===== config.mk =====
export PLATFORM = sky130hd
export DESIGN_NAME = ble_channel_selection_csa2
export DESIGN_NICKNAME = d
export VERILOG_FILES = /design/src/hdl/blecsa2_pkg.sv /design/src/hdl/ble_channel_selection_csa2.sv /design/src/hdl/blecsa2_csr.sv /design/src/hdl/blecsa2_prn.sv /design/src/hdl/blecsa2_map.sv
export SDC_FILE = /design/constraint.sdc
export NUM_CORES = 1
export LEC_CHECK = 0
export BUFFER_PORTS_ARGS = -buffer_cell sky130_fd_sc_hd__buf_4
export CAP_MARGIN = 20
export CORE_ASPECT_RATIO = 1.75
export CORE_MARGIN = 10
export CORE_UTILIZATION = 31
export CTS_CLUSTER_SIZE = 8
export DETAILED_ROUTE_END_ITERATION = 10
export GPL_TIMING_DRIVEN = 0
export PLACE_DENSITY_LB_ADDON = 0.1
export SKIP_LAST_GASP = 1
export SYNTH_ARGS = -nofsm -noshare
export SYNTH_HDL_FRONTEND = slang
export SYNTH_SLANG_ARGS = --single-unit

===== constraint.sdc =====
create_clock -name clock -period 7.15 [get_ports clock]
set_clock_uncertainty 0.2 [all_clocks]
set_input_delay 0.715 -clock clock [delete_from_list [all_inputs] [get_ports clock]]
set_output_delay 0.715 -clock clock [all_outputs]
set_load 0.1 [all_outputs]

===== src/hdl/blecsa2_pkg.sv =====
// Shared types, constants and a helper function for the BLE CSA#2 channel selector.
`timescale 1ns / 1ps

package blecsa2_pkg;

   localparam int unsigned NumChannels  = 37;
   localparam int unsigned ChanWidth    = 6;
   localparam int unsigned PrnWidth     = 16;
   localparam int unsigned CountWidth   = 6;
   localparam int unsigned GroupSize    = 8;
   localparam int unsigned NumGroups    = (NumChannels + GroupSize - 1) / GroupSize;
   localparam int unsigned GroupCntWidth = 4;
   localparam int unsigned QuotWidth    = 11;
   localparam int unsigned RecipWidth   = 17;
   localparam int unsigned RecipShift   = 22;
   localparam int unsigned CsrDataWidth = 64;
   localparam int unsigned CsrAddrWidth = 5;

   // floor(2^22 / 37) + 1: exact quotient for every 16-bit dividend
   localparam logic [RecipWidth-1:0] RecipMul37 = 17'd113360;
   localparam logic [CountWidth-1:0] ResetUsedCount = 6'd37;

   typedef enum logic [1:0] {
      RegChanId    = 2'd0,
      RegChanMap   = 2'd1,
      RegUsedCount = 2'd2
   } reg_index_type;

   typedef logic [PrnWidth-1:0]                        prn_type;
   typedef logic [NumChannels-1:0]                     usable_map_type;
   typedef logic [NumChannels-1:0][ChanWidth-1:0]      rank_vec_type;

   typedef struct packed {
      prn_type                 chan_id;
      usable_map_type          usable_map;
      logic [CountWidth-1:0]   used_count;
      rank_vec_type            rank;
   } cfg_type;

   // One scrambling round: reverse bits within each byte, then 17*x + id mod 2^16.
   function automatic prn_type prn_round(prn_type x, prn_type id);
      prn_type r;
      for (int i = 0; i < 8; i++) begin
         r[7 - i]  = x[i];
         r[15 - i] = x[8 + i];
      end
      return r + (r << 4) + id;
   endfunction

endpackage


===== src/hdl/ble_channel_selection_csa2.sv =====
// BLE channel selection algorithm #2: event counter in, data channel index out.
//
// One event counter word enters per cycle when the output side keeps up, and its
// channel word leaves from the last stage; both sides use valid/ready, and every
// stage carries its own valid bit, so a stall on the output holds words in place
// and bubbles are squeezed out as the pipe refills. Stages one to three run the
// three scrambling rounds (byte-wise bit reversal, 17*x + id) and the final XOR
// that give prn_e; stage four forms the mod-37 quotient by a reciprocal multiply
// and the remap index used_channel_count*prn_e >> 16; stage five recovers the
// unmapped channel, tests its map bit and matches the remap index against a
// per-channel rank table; stage six selects and registers the result. The rank
// table (number of set map bits below each channel) is rebuilt from the map in
// three registered steps, so it is current once they have run after a channel
// map write; write configuration only while no word is in flight. A remap index
// with no matching set bit gives channel 0 with map_error raised.
`timescale 1ns / 1ps

module ble_channel_selection_csa2 (
   input  logic                                    clock,
   input  logic                                    reset,
   // event counter words
   input  logic                                    req_valid,
   output logic                                    req_ready,
   input  logic [15:0]                             req_event_counter,
   // channel words
   output logic                                    rsp_valid,
   input  logic                                    rsp_ready,
   output logic [5:0]                              rsp_channel_index,
   output logic                                    rsp_was_remapped,
   output logic                                    rsp_map_error,
   // register port
   input  logic                                    csr_psel,
   input  logic                                    csr_penable,
   input  logic                                    csr_pwrite,
   input  logic [blecsa2_pkg::CsrAddrWidth-1:0]    csr_paddr,
   input  logic [blecsa2_pkg::CsrDataWidth-1:0]    csr_pwdata,
   output logic [blecsa2_pkg::CsrDataWidth-1:0]    csr_prdata,
   output logic                                    csr_pready
);
   import blecsa2_pkg::*;

   cfg_type cfg;
   logic    prn_valid;
   logic    prn_ready;
   prn_type prn;

   // registers: identifier at 0x00, map at 0x08, used count at 0x10
   blecsa2_csr u_csr (
      .clock       (clock),
      .reset       (reset),
      .csr_psel    (csr_psel),
      .csr_penable (csr_penable),
      .csr_pwrite  (csr_pwrite),
      .csr_paddr   (csr_paddr),
      .csr_pwdata  (csr_pwdata),
      .csr_prdata  (csr_prdata),
      .csr_pready  (csr_pready),
      .cfg         (cfg)
   );

   // scramble the counter into prn_e
   blecsa2_prn u_prn (
      .clock         (clock),
      .reset         (reset),
      .in_valid      (req_valid),
      .in_ready      (req_ready),
      .event_counter (req_event_counter),
      .chan_id       (cfg.chan_id),
      .out_valid     (prn_valid),
      .out_ready     (prn_ready),
      .prn           (prn)
   );

   // reduce prn_e to a channel, remapping onto the used channels when needed
   blecsa2_map u_map (
      .clock         (clock),
      .reset         (reset),
      .in_valid      (prn_valid),
      .in_ready      (prn_ready),
      .prn           (prn),
      .cfg           (cfg),
      .out_valid     (rsp_valid),
      .out_ready     (rsp_ready),
      .channel_index (rsp_channel_index),
      .was_remapped  (rsp_was_remapped),
      .map_error     (rsp_map_error)
   );

endmodule


===== src/hdl/blecsa2_csr.sv =====
// Configuration registers and the per-channel rank table derived from the map.
`timescale 1ns / 1ps

module blecsa2_csr (
   input  logic                                    clock,
   input  logic                                    reset,
   input  logic                                    csr_psel,
   input  logic                                    csr_penable,
   input  logic                                    csr_pwrite,
   input  logic [blecsa2_pkg::CsrAddrWidth-1:0]    csr_paddr,
   input  logic [blecsa2_pkg::CsrDataWidth-1:0]    csr_pwdata,
   output logic [blecsa2_pkg::CsrDataWidth-1:0]    csr_prdata,
   output logic                                    csr_pready,
   output blecsa2_pkg::cfg_type                    cfg
);
   import blecsa2_pkg::*;

   prn_type                  chan_id_ff;
   usable_map_type           usable_map_ff;
   logic [CountWidth-1:0]    used_count_ff;
   logic                     wr_en;
   reg_index_type            reg_sel;

   logic [GroupCntWidth-1:0] group_cnt_ff [NumGroups];
   logic [GroupCntWidth-1:0] group_cnt_in [NumGroups];
   logic [ChanWidth-1:0]     base_ff [NumGroups];
   logic [ChanWidth-1:0]     base_in [NumGroups];
   rank_vec_type             rank_ff;
   rank_vec_type             rank_in;

   assign csr_pready = 1'b1;
   assign reg_sel    = reg_index_type'(csr_paddr[4:3]);
   assign wr_en      = csr_psel && csr_penable && csr_pwrite && csr_pready;

   always_ff @(posedge clock) begin
      if (reset) begin
         chan_id_ff    <= '0;
         usable_map_ff <= '1;
         used_count_ff <= ResetUsedCount;
      end else if (wr_en) begin
         case (reg_sel)
            RegChanId:    chan_id_ff    <= csr_pwdata[PrnWidth-1:0];
            RegChanMap:   usable_map_ff <= csr_pwdata[NumChannels-1:0];
            RegUsedCount: used_count_ff <= csr_pwdata[CountWidth-1:0];
            default: ;
         endcase
      end
   end

   always_comb begin
      case (reg_sel)
         RegChanId:    csr_prdata = CsrDataWidth'(chan_id_ff);
         RegChanMap:   csr_prdata = CsrDataWidth'(usable_map_ff);
         RegUsedCount: csr_prdata = CsrDataWidth'(used_count_ff);
         default:      csr_prdata = '0;
      endcase
   end

   // Rank table in three registered steps: byte counts, byte bases, ranks.
   always_comb begin
      for (int g = 0; g < NumGroups; g++) begin
         group_cnt_in[g] = '0;
         for (int b = 0; b < GroupSize; b++) begin
            if (g * GroupSize + b < NumChannels) begin
               group_cnt_in[g] = group_cnt_in[g]
                               + GroupCntWidth'(usable_map_ff[g * GroupSize + b]);
            end
         end
      end
   end

   always_comb begin
      base_in[0] = '0;
      for (int g = 1; g < NumGroups; g++) begin
         base_in[g] = base_in[g - 1] + ChanWidth'(group_cnt_ff[g - 1]);
      end
   end

   always_comb begin
      for (int ch = 0; ch < NumChannels; ch++) begin
         rank_in[ch] = base_ff[ch / GroupSize];
         for (int b = (ch / GroupSize) * GroupSize; b < ch; b++) begin
            rank_in[ch] = rank_in[ch] + ChanWidth'(usable_map_ff[b]);
         end
      end
   end

   always_ff @(posedge clock) begin
      group_cnt_ff <= group_cnt_in;
      base_ff      <= base_in;
      rank_ff      <= rank_in;
   end

   assign cfg.chan_id    = chan_id_ff;
   assign cfg.usable_map = usable_map_ff;
   assign cfg.used_count = used_count_ff;
   assign cfg.rank       = rank_ff;

endmodule


===== src/hdl/blecsa2_prn.sv =====
// Three-stage pipeline that scrambles the event counter into prn_e.
`timescale 1ns / 1ps

module blecsa2_prn (
   input  logic                  clock,
   input  logic                  reset,
   input  logic                  in_valid,
   output logic                  in_ready,
   input  blecsa2_pkg::prn_type  event_counter,
   input  blecsa2_pkg::prn_type  chan_id,
   output logic                  out_valid,
   input  logic                  out_ready,
   output blecsa2_pkg::prn_type  prn
);
   import blecsa2_pkg::*;

   logic    v1_ff, v2_ff, v3_ff;
   logic    rdy1, rdy2, rdy3;
   prn_type x1_ff, x2_ff, x3_ff;
   prn_type x1_in, x2_in, x3_in;

   // A stage takes a new word when empty or when its successor takes its word.
   assign rdy3     = !v3_ff || out_ready;
   assign rdy2     = !v2_ff || rdy3;
   assign rdy1     = !v1_ff || rdy2;
   assign in_ready = rdy1;

   assign x1_in = prn_round(event_counter ^ chan_id, chan_id);
   assign x2_in = prn_round(x1_ff, chan_id);
   assign x3_in = prn_round(x2_ff, chan_id) ^ chan_id;

   always_ff @(posedge clock) begin
      if (reset) begin
         v1_ff <= 1'b0;
         v2_ff <= 1'b0;
         v3_ff <= 1'b0;
      end else begin
         if (rdy1) v1_ff <= in_valid;
         if (rdy2) v2_ff <= v1_ff;
         if (rdy3) v3_ff <= v2_ff;
      end
   end

   always_ff @(posedge clock) begin
      if (rdy1 && in_valid) x1_ff <= x1_in;
      if (rdy2 && v1_ff)    x2_ff <= x2_in;
      if (rdy3 && v2_ff)    x3_ff <= x3_in;
   end

   assign out_valid = v3_ff;
   assign prn       = x3_ff;

endmodule


===== src/hdl/blecsa2_map.sv =====
// Three-stage pipeline: mod-37 quotient and remap index, remainder with map test and rank match, result.
`timescale 1ns / 1ps

module blecsa2_map (
   input  logic                                 clock,
   input  logic                                 reset,
   input  logic                                 in_valid,
   output logic                                 in_ready,
   input  blecsa2_pkg::prn_type                 prn,
   input  blecsa2_pkg::cfg_type                 cfg,
   output logic                                 out_valid,
   input  logic                                 out_ready,
   output logic [blecsa2_pkg::ChanWidth-1:0]    channel_index,
   output logic                                 was_remapped,
   output logic                                 map_error
);
   import blecsa2_pkg::*;

   logic                        v4_ff, v5_ff, v6_ff;
   logic                        rdy4, rdy5, rdy6;

   // stage 4
   logic [PrnWidth+RecipWidth-1:0]  quot_prod;
   logic [PrnWidth+CountWidth-1:0]  remap_prod;
   logic [QuotWidth-1:0]            quot_ff;
   prn_type                         prn4_ff;
   logic [ChanWidth-1:0]            remap_ff;

   // stage 5
   prn_type                         quot37;
   prn_type                         rem_wide;
   logic [ChanWidth-1:0]            rem_in;
   usable_map_type                  match_in;
   logic [ChanWidth-1:0]            rem5_ff;
   logic                            hit5_ff;
   usable_map_type                  match5_ff;

   // stage 6
   logic [ChanWidth-1:0]            chan_enc;
   logic                            found;
   logic [ChanWidth-1:0]            channel_index_ff;
   logic                            was_remapped_ff;
   logic                            map_error_ff;

   assign rdy6     = !v6_ff || out_ready;
   assign rdy5     = !v5_ff || rdy6;
   assign rdy4     = !v4_ff || rdy5;
   assign in_ready = rdy4;

   assign quot_prod  = (PrnWidth + RecipWidth)'(prn) * (PrnWidth + RecipWidth)'(RecipMul37);
   assign remap_prod = (PrnWidth + CountWidth)'(cfg.used_count)
                     * (PrnWidth + CountWidth)'(prn);

   // remainder: prn - 37*q, with 37*q as shifts and adds
   assign quot37   = (PrnWidth'(quot_ff) << 5) + (PrnWidth'(quot_ff) << 2)
                   + PrnWidth'(quot_ff);
   assign rem_wide = prn4_ff - quot37;
   assign rem_in   = rem_wide[ChanWidth-1:0];

   always_comb begin
      for (int ch = 0; ch < NumChannels; ch++) begin
         match_in[ch] = cfg.usable_map[ch] && (cfg.rank[ch] == remap_ff);
      end
   end

   // at most one channel matches, so an OR of the indices encodes it
   always_comb begin
      chan_enc = '0;
      for (int ch = 0; ch < NumChannels; ch++) begin
         if (match5_ff[ch]) chan_enc = chan_enc | ChanWidth'(ch);
      end
   end
   assign found = |match5_ff;

   always_ff @(posedge clock) begin
      if (reset) begin
         v4_ff <= 1'b0;
         v5_ff <= 1'b0;
         v6_ff <= 1'b0;
      end else begin
         if (rdy4) v4_ff <= in_valid;
         if (rdy5) v5_ff <= v4_ff;
         if (rdy6) v6_ff <= v5_ff;
      end
   end

   always_ff @(posedge clock) begin
      if (rdy4 && in_valid) begin
         quot_ff  <= quot_prod[RecipShift+QuotWidth-1:RecipShift];
         prn4_ff  <= prn;
         remap_ff <= remap_prod[PrnWidth+CountWidth-1:PrnWidth];
      end
      if (rdy5 && v4_ff) begin
         rem5_ff   <= rem_in;
         hit5_ff   <= cfg.usable_map[rem_in];
         match5_ff <= match_in;
      end
      if (rdy6 && v5_ff) begin
         channel_index_ff <= hit5_ff ? rem5_ff : (found ? chan_enc : '0);
         was_remapped_ff  <= !hit5_ff;
         map_error_ff     <= !hit5_ff && !found;
      end
   end

   assign out_valid     = v6_ff;
   assign channel_index = channel_index_ff;
   assign was_remapped  = was_remapped_ff;
   assign map_error     = map_error_ff;

endmodule

==> flow_metrics.py <==
metrics = {
    "timing": {
        "fmax_ghz": 0.154,
        "setup_viol": 0,
        "period_needed_ns": 6.50,
        "hold_viol_final": 0,
        "fin_crit_sh_pct": 91.0,
        "tightest_slew_ns": 1.14,
        "setup_tns_ns": 0,
        "rsz0062_at_grt": "no",
        "final_max_slew_viol_count": 0,
        "slew_headroom_pct": 23.9,
    },
    "cells_and_area": {
        "n_antenna_cell": 0,
        "syn_to_final_growth_pct": 15.6,
        "fillers": 8856,
        "fin_cells": 3956,
        "drive_gt1_share_pct": 9.79,
        "nNetsFinal": 3290,
        "utilization_pct": 36.0,
    },
    "floorplanning": {
        "core_area_um2": 87700,
        "rows": 144,
        "die_area_um2": 101000,
        "io_pins": 167,
        "die_h_um": 413,
        "die_w_um": 245,
        "start_util_pct": 31.2,
    },
    "worst_hold_path": {
        "hp-class": "input port to register",
        "hp-start": "csr_pwdata[27]",
        "holdPathEnd": "u_csr.usable_map_ff[27]",
        "hold_depth": 2,
    },
    "clock_tree": {
        "cts.sink_count": 417,
        "cts_setup_buffers": 0,
        "cts_made_buffers": 58,
        "path_clk_slew_ns": 0.06,
        "clockBufferDepth": 3,
        "cts_tree": "built",
        "clk_latency_ns": 0.61,
        "htree_levels": 2,
        "cts_resized": 0,
        "postCtsHoldBufs": 0,
        "root_buffer": "clkbuf_16",
    },
    "routing": {
        "dr.pass1.iters": 5,
        "drc_errors": 0,
        "wirelength_um": 79700,
        "wire_per_inst_um": 20.1,
        "viasPerCell": 4.57,
        "ant_nets": 0,
        "initialDrtViolationCount": 642,
        "routed-via-count": 18100,
    },
    "synthesis": {
        "synth-seq-area-share_pct": 34.8,
        "synth_top_flop_cell": "dfxtp_1",
        "syn_avg_cell_area_um2": 10.7,
        "async_reset_ff_share_pct": 0,
        "netlist-cell-type-count": 75,
        "synth-seq-cells": 417,
        "synth_area_um2": 27400,
        "syn_inst": 2548,
        "ys_warn_count": 0,
        "synth_edf_count": 118,
    },
    "critical_path": {
        "required_ns": 7.33,
        "worst_path_most_repeated_cell": "fa_1",
        "crit_chain": "inv_1 > fa_1 > fa_1 > inv_1 > fa_1 > fa_1 > inv_1 > fa_1 > inv_1 > ha_1 > a2111oi_0 > o21ai_0 > nor2_1 > o21bai_1 > a211o_1 > a21o_1 > xnor2_1",
        "crit_path_max_incr_delay_ns": 0.80,
        "r2r_end": "u_map.quot_ff[5]",
        "r2r_cells": 17,
        "reg2reg_slack_ns": 0.65,
        "worstSetupPathType": "register to register",
        "end_kind": "register",
        "cp-start-kind": "register",
        "crit_slowest_cell": "edfxtp_1",
        "worstPathArrival_ns": 6.68,
        "cp_max_fo": 11,
        "reg2reg_from": "u_prn.prn[5]",
    },
    "place": {
        "place_congestion": 0.822,
        "io_buffers": 107,
        "hpwlAfterDp_um": 64400,
        "placed_cells": 3863,
    },
    "power": {
        "p_per_area_nw_per_um2": 484,
        "irDropWorstVdd_mv": 0.320,
        "p_leak_nw": 13.9,
    },
    "grt": {
        "grt_pass1_vias": 20000,
        "antenna_found_initial": 1,
        "grt_pass1_wl_um": 122000,
        "grt_max_degree": 24,
        "grt_overflow": 0,
        "globalRouteTotalUtil_pct": 16.0,
    },
    "outcome": {
        "status": "complete, no violations",
    },
    "job": {
        "maxCapViolations": 0,
    },
}
cells in the final DEF (no fill, tap or decap), types with 7 or more instances in the layout:
cell type / count
xnor2_2: 8
dfxtp_1: 299
or3_1: 10
edfxtp_1: 118
nand3_1: 52
a31oi_1: 9
o21a_1: 7
nor3_1: 31
ha_1: 244
a21o_1: 23
clkbuf_16: 60
a211o_1: 44
conb_1: 30
or2_2: 9
nor4_1: 43
mux2i_1: 22
xor2_1: 172
nor2_1: 65
a21boi_0: 7
mux4_2: 10
nand2_1: 102
fa_1: 199
and3_1: 34
buf_1: 12
inv_1: 355
and2_1: 98
buf_4: 135
xnor2_1: 215
o21ai_0: 39
xor2_2: 9
nand4_1: 38
nor2b_1: 38
a21oi_1: 69
clkbuf_1: 79
worst max-delay path, delay by kind of cell, from the launching register on:
family                   cells  cell delay, ns
flip-flops                   1            0.80
buffers and inverters        4            0.49
adder cells (fa/ha/maj)      6            2.85
AND/OR/NAND/NOR              1            0.25
XOR/XNOR                     1            0.34
AO/OA/AOI/OAI                5            1.35
sequential cells by signal (all words and copies together) (netlist names), 6 cells and up:
register / count
u_csr.base_ff: 21
u_csr.cfg: 197
u_csr.chan_id_ff: 16
u_csr.group_cnt_ff: 16
u_csr.usable_map_ff: 37
u_csr.used_count_ff: 6
u_map.channel_index: 6
u_map.match5_ff: 37
u_map.prn4_ff: 6
u_map.quot_ff: 6
u_map.rem5_ff: 6
u_map.remap_ff: 6
u_prn.prn: 16
u_prn.x1_ff: 16
u_prn.x2_ff: 16
how the worst max path moves through the flow:
| stage | from | to |
|---|---|---|
| floorplan | u_prn.prn[7] | u_map.quot_ff[5] |
| global placement | u_prn.prn[5] | u_map.quot_ff[5] |
| detailed placement | u_prn.prn[5] | u_map.quot_ff[5] |
| CTS | u_prn.prn[5] | u_map.quot_ff[5] |
| global route | u_prn.prn[6] | u_map.quot_ff[5] |
| finish | u_prn.prn[5] | u_map.quot_ff[5] |
area by class of cell:
| cell class | count | area, um2 | area share (%) |
|---|---|---|---|
| Multi-Input combinational cell | 1709 | 16100 | 51.0 |
| Sequential cell | 417 | 9530 | 30.1 |
| Clock buffer | 91 | 1630 | 5.15 |
| Tap cell | 1168 | 1460 | 4.62 |
| Inverter | 356 | 1340 | 4.23 |
| Timing Repair Buffer | 119 | 1000 | 3.17 |
| Buffer | 94 | 483 | 1.53 |
| Clock inverter | 2 | 50.0 | 0.158 |
synth_stat cells (12+ instances only):
library cell	n	area (um2)
clkbuf_1	49	184
a211o_1	44	385
nand3_1	52	260
ha_1	244	3050
nor3_1	31	155
inv_1	355	1330
buf_1	12	45.0
nor2b_1	40	250
nand4_1	38	238
a21o_1	23	173
and3_1	34	213
nor2_1	65	244
a21oi_1	69	345
xor2_1	172	1510
fa_1	199	3980
nand2_1	102	383
o21ai_0	39	195
edfxtp_1	118	3540
and2_1	98	613
xnor2_1	215	1880
buf_4	28	210
nor4_1	43	269
mux2i_1	22	220
dfxtp_1	299	5990
logic make-up after synthesis:
| kind of cell | synth area share [%] |
|---|---|
| AOI/OAI and AO/OA | 5.71 |
| xor gates and xnor gates | 14.3 |
| adders and majority gates | 25.8 |
| buffers and inverters | 6.65 |
| DFF | 34.8 |
| muxes | 1.67 |
| other | 0.0275 |
| and+or+nand+nor | 11.0 |
power by group:
part           switching, mW  internal [mW]  total, mW
clock                   1.05           1.54       2.59
combinational           5.23           3.68       8.91
sequential             0.380           3.43       3.81
total                   6.66           8.65       15.3
routing by layer:
metal	global-route usage, %	part of all wire (%)	routed length (um)	vias to the layer above
met5	0	0	0	-
met4	5.76	3.5	2780	0
met3	1.86	3.1	2440	104
met2	30.0	53	42600	284
met1	18.1	40	31900	8932
li1	-	-	-	8741
through the flow:
stage               total power [mW]  hold slack [ns]  setup WS [ns]  instance area, um2
floorplan                       10.4            0.126           1.86               27500
global placement                12.8            0.142          0.624               29700
detailed placement              13.0            0.146          0.556               29900
CTS                             15.6           0.0690          0.550               31600
global route                    16.7           0.0967          0.381               31600
finish                          15.3            0.102          0.647               31600
Note: power is estimated with default switching activity, not from simulation.
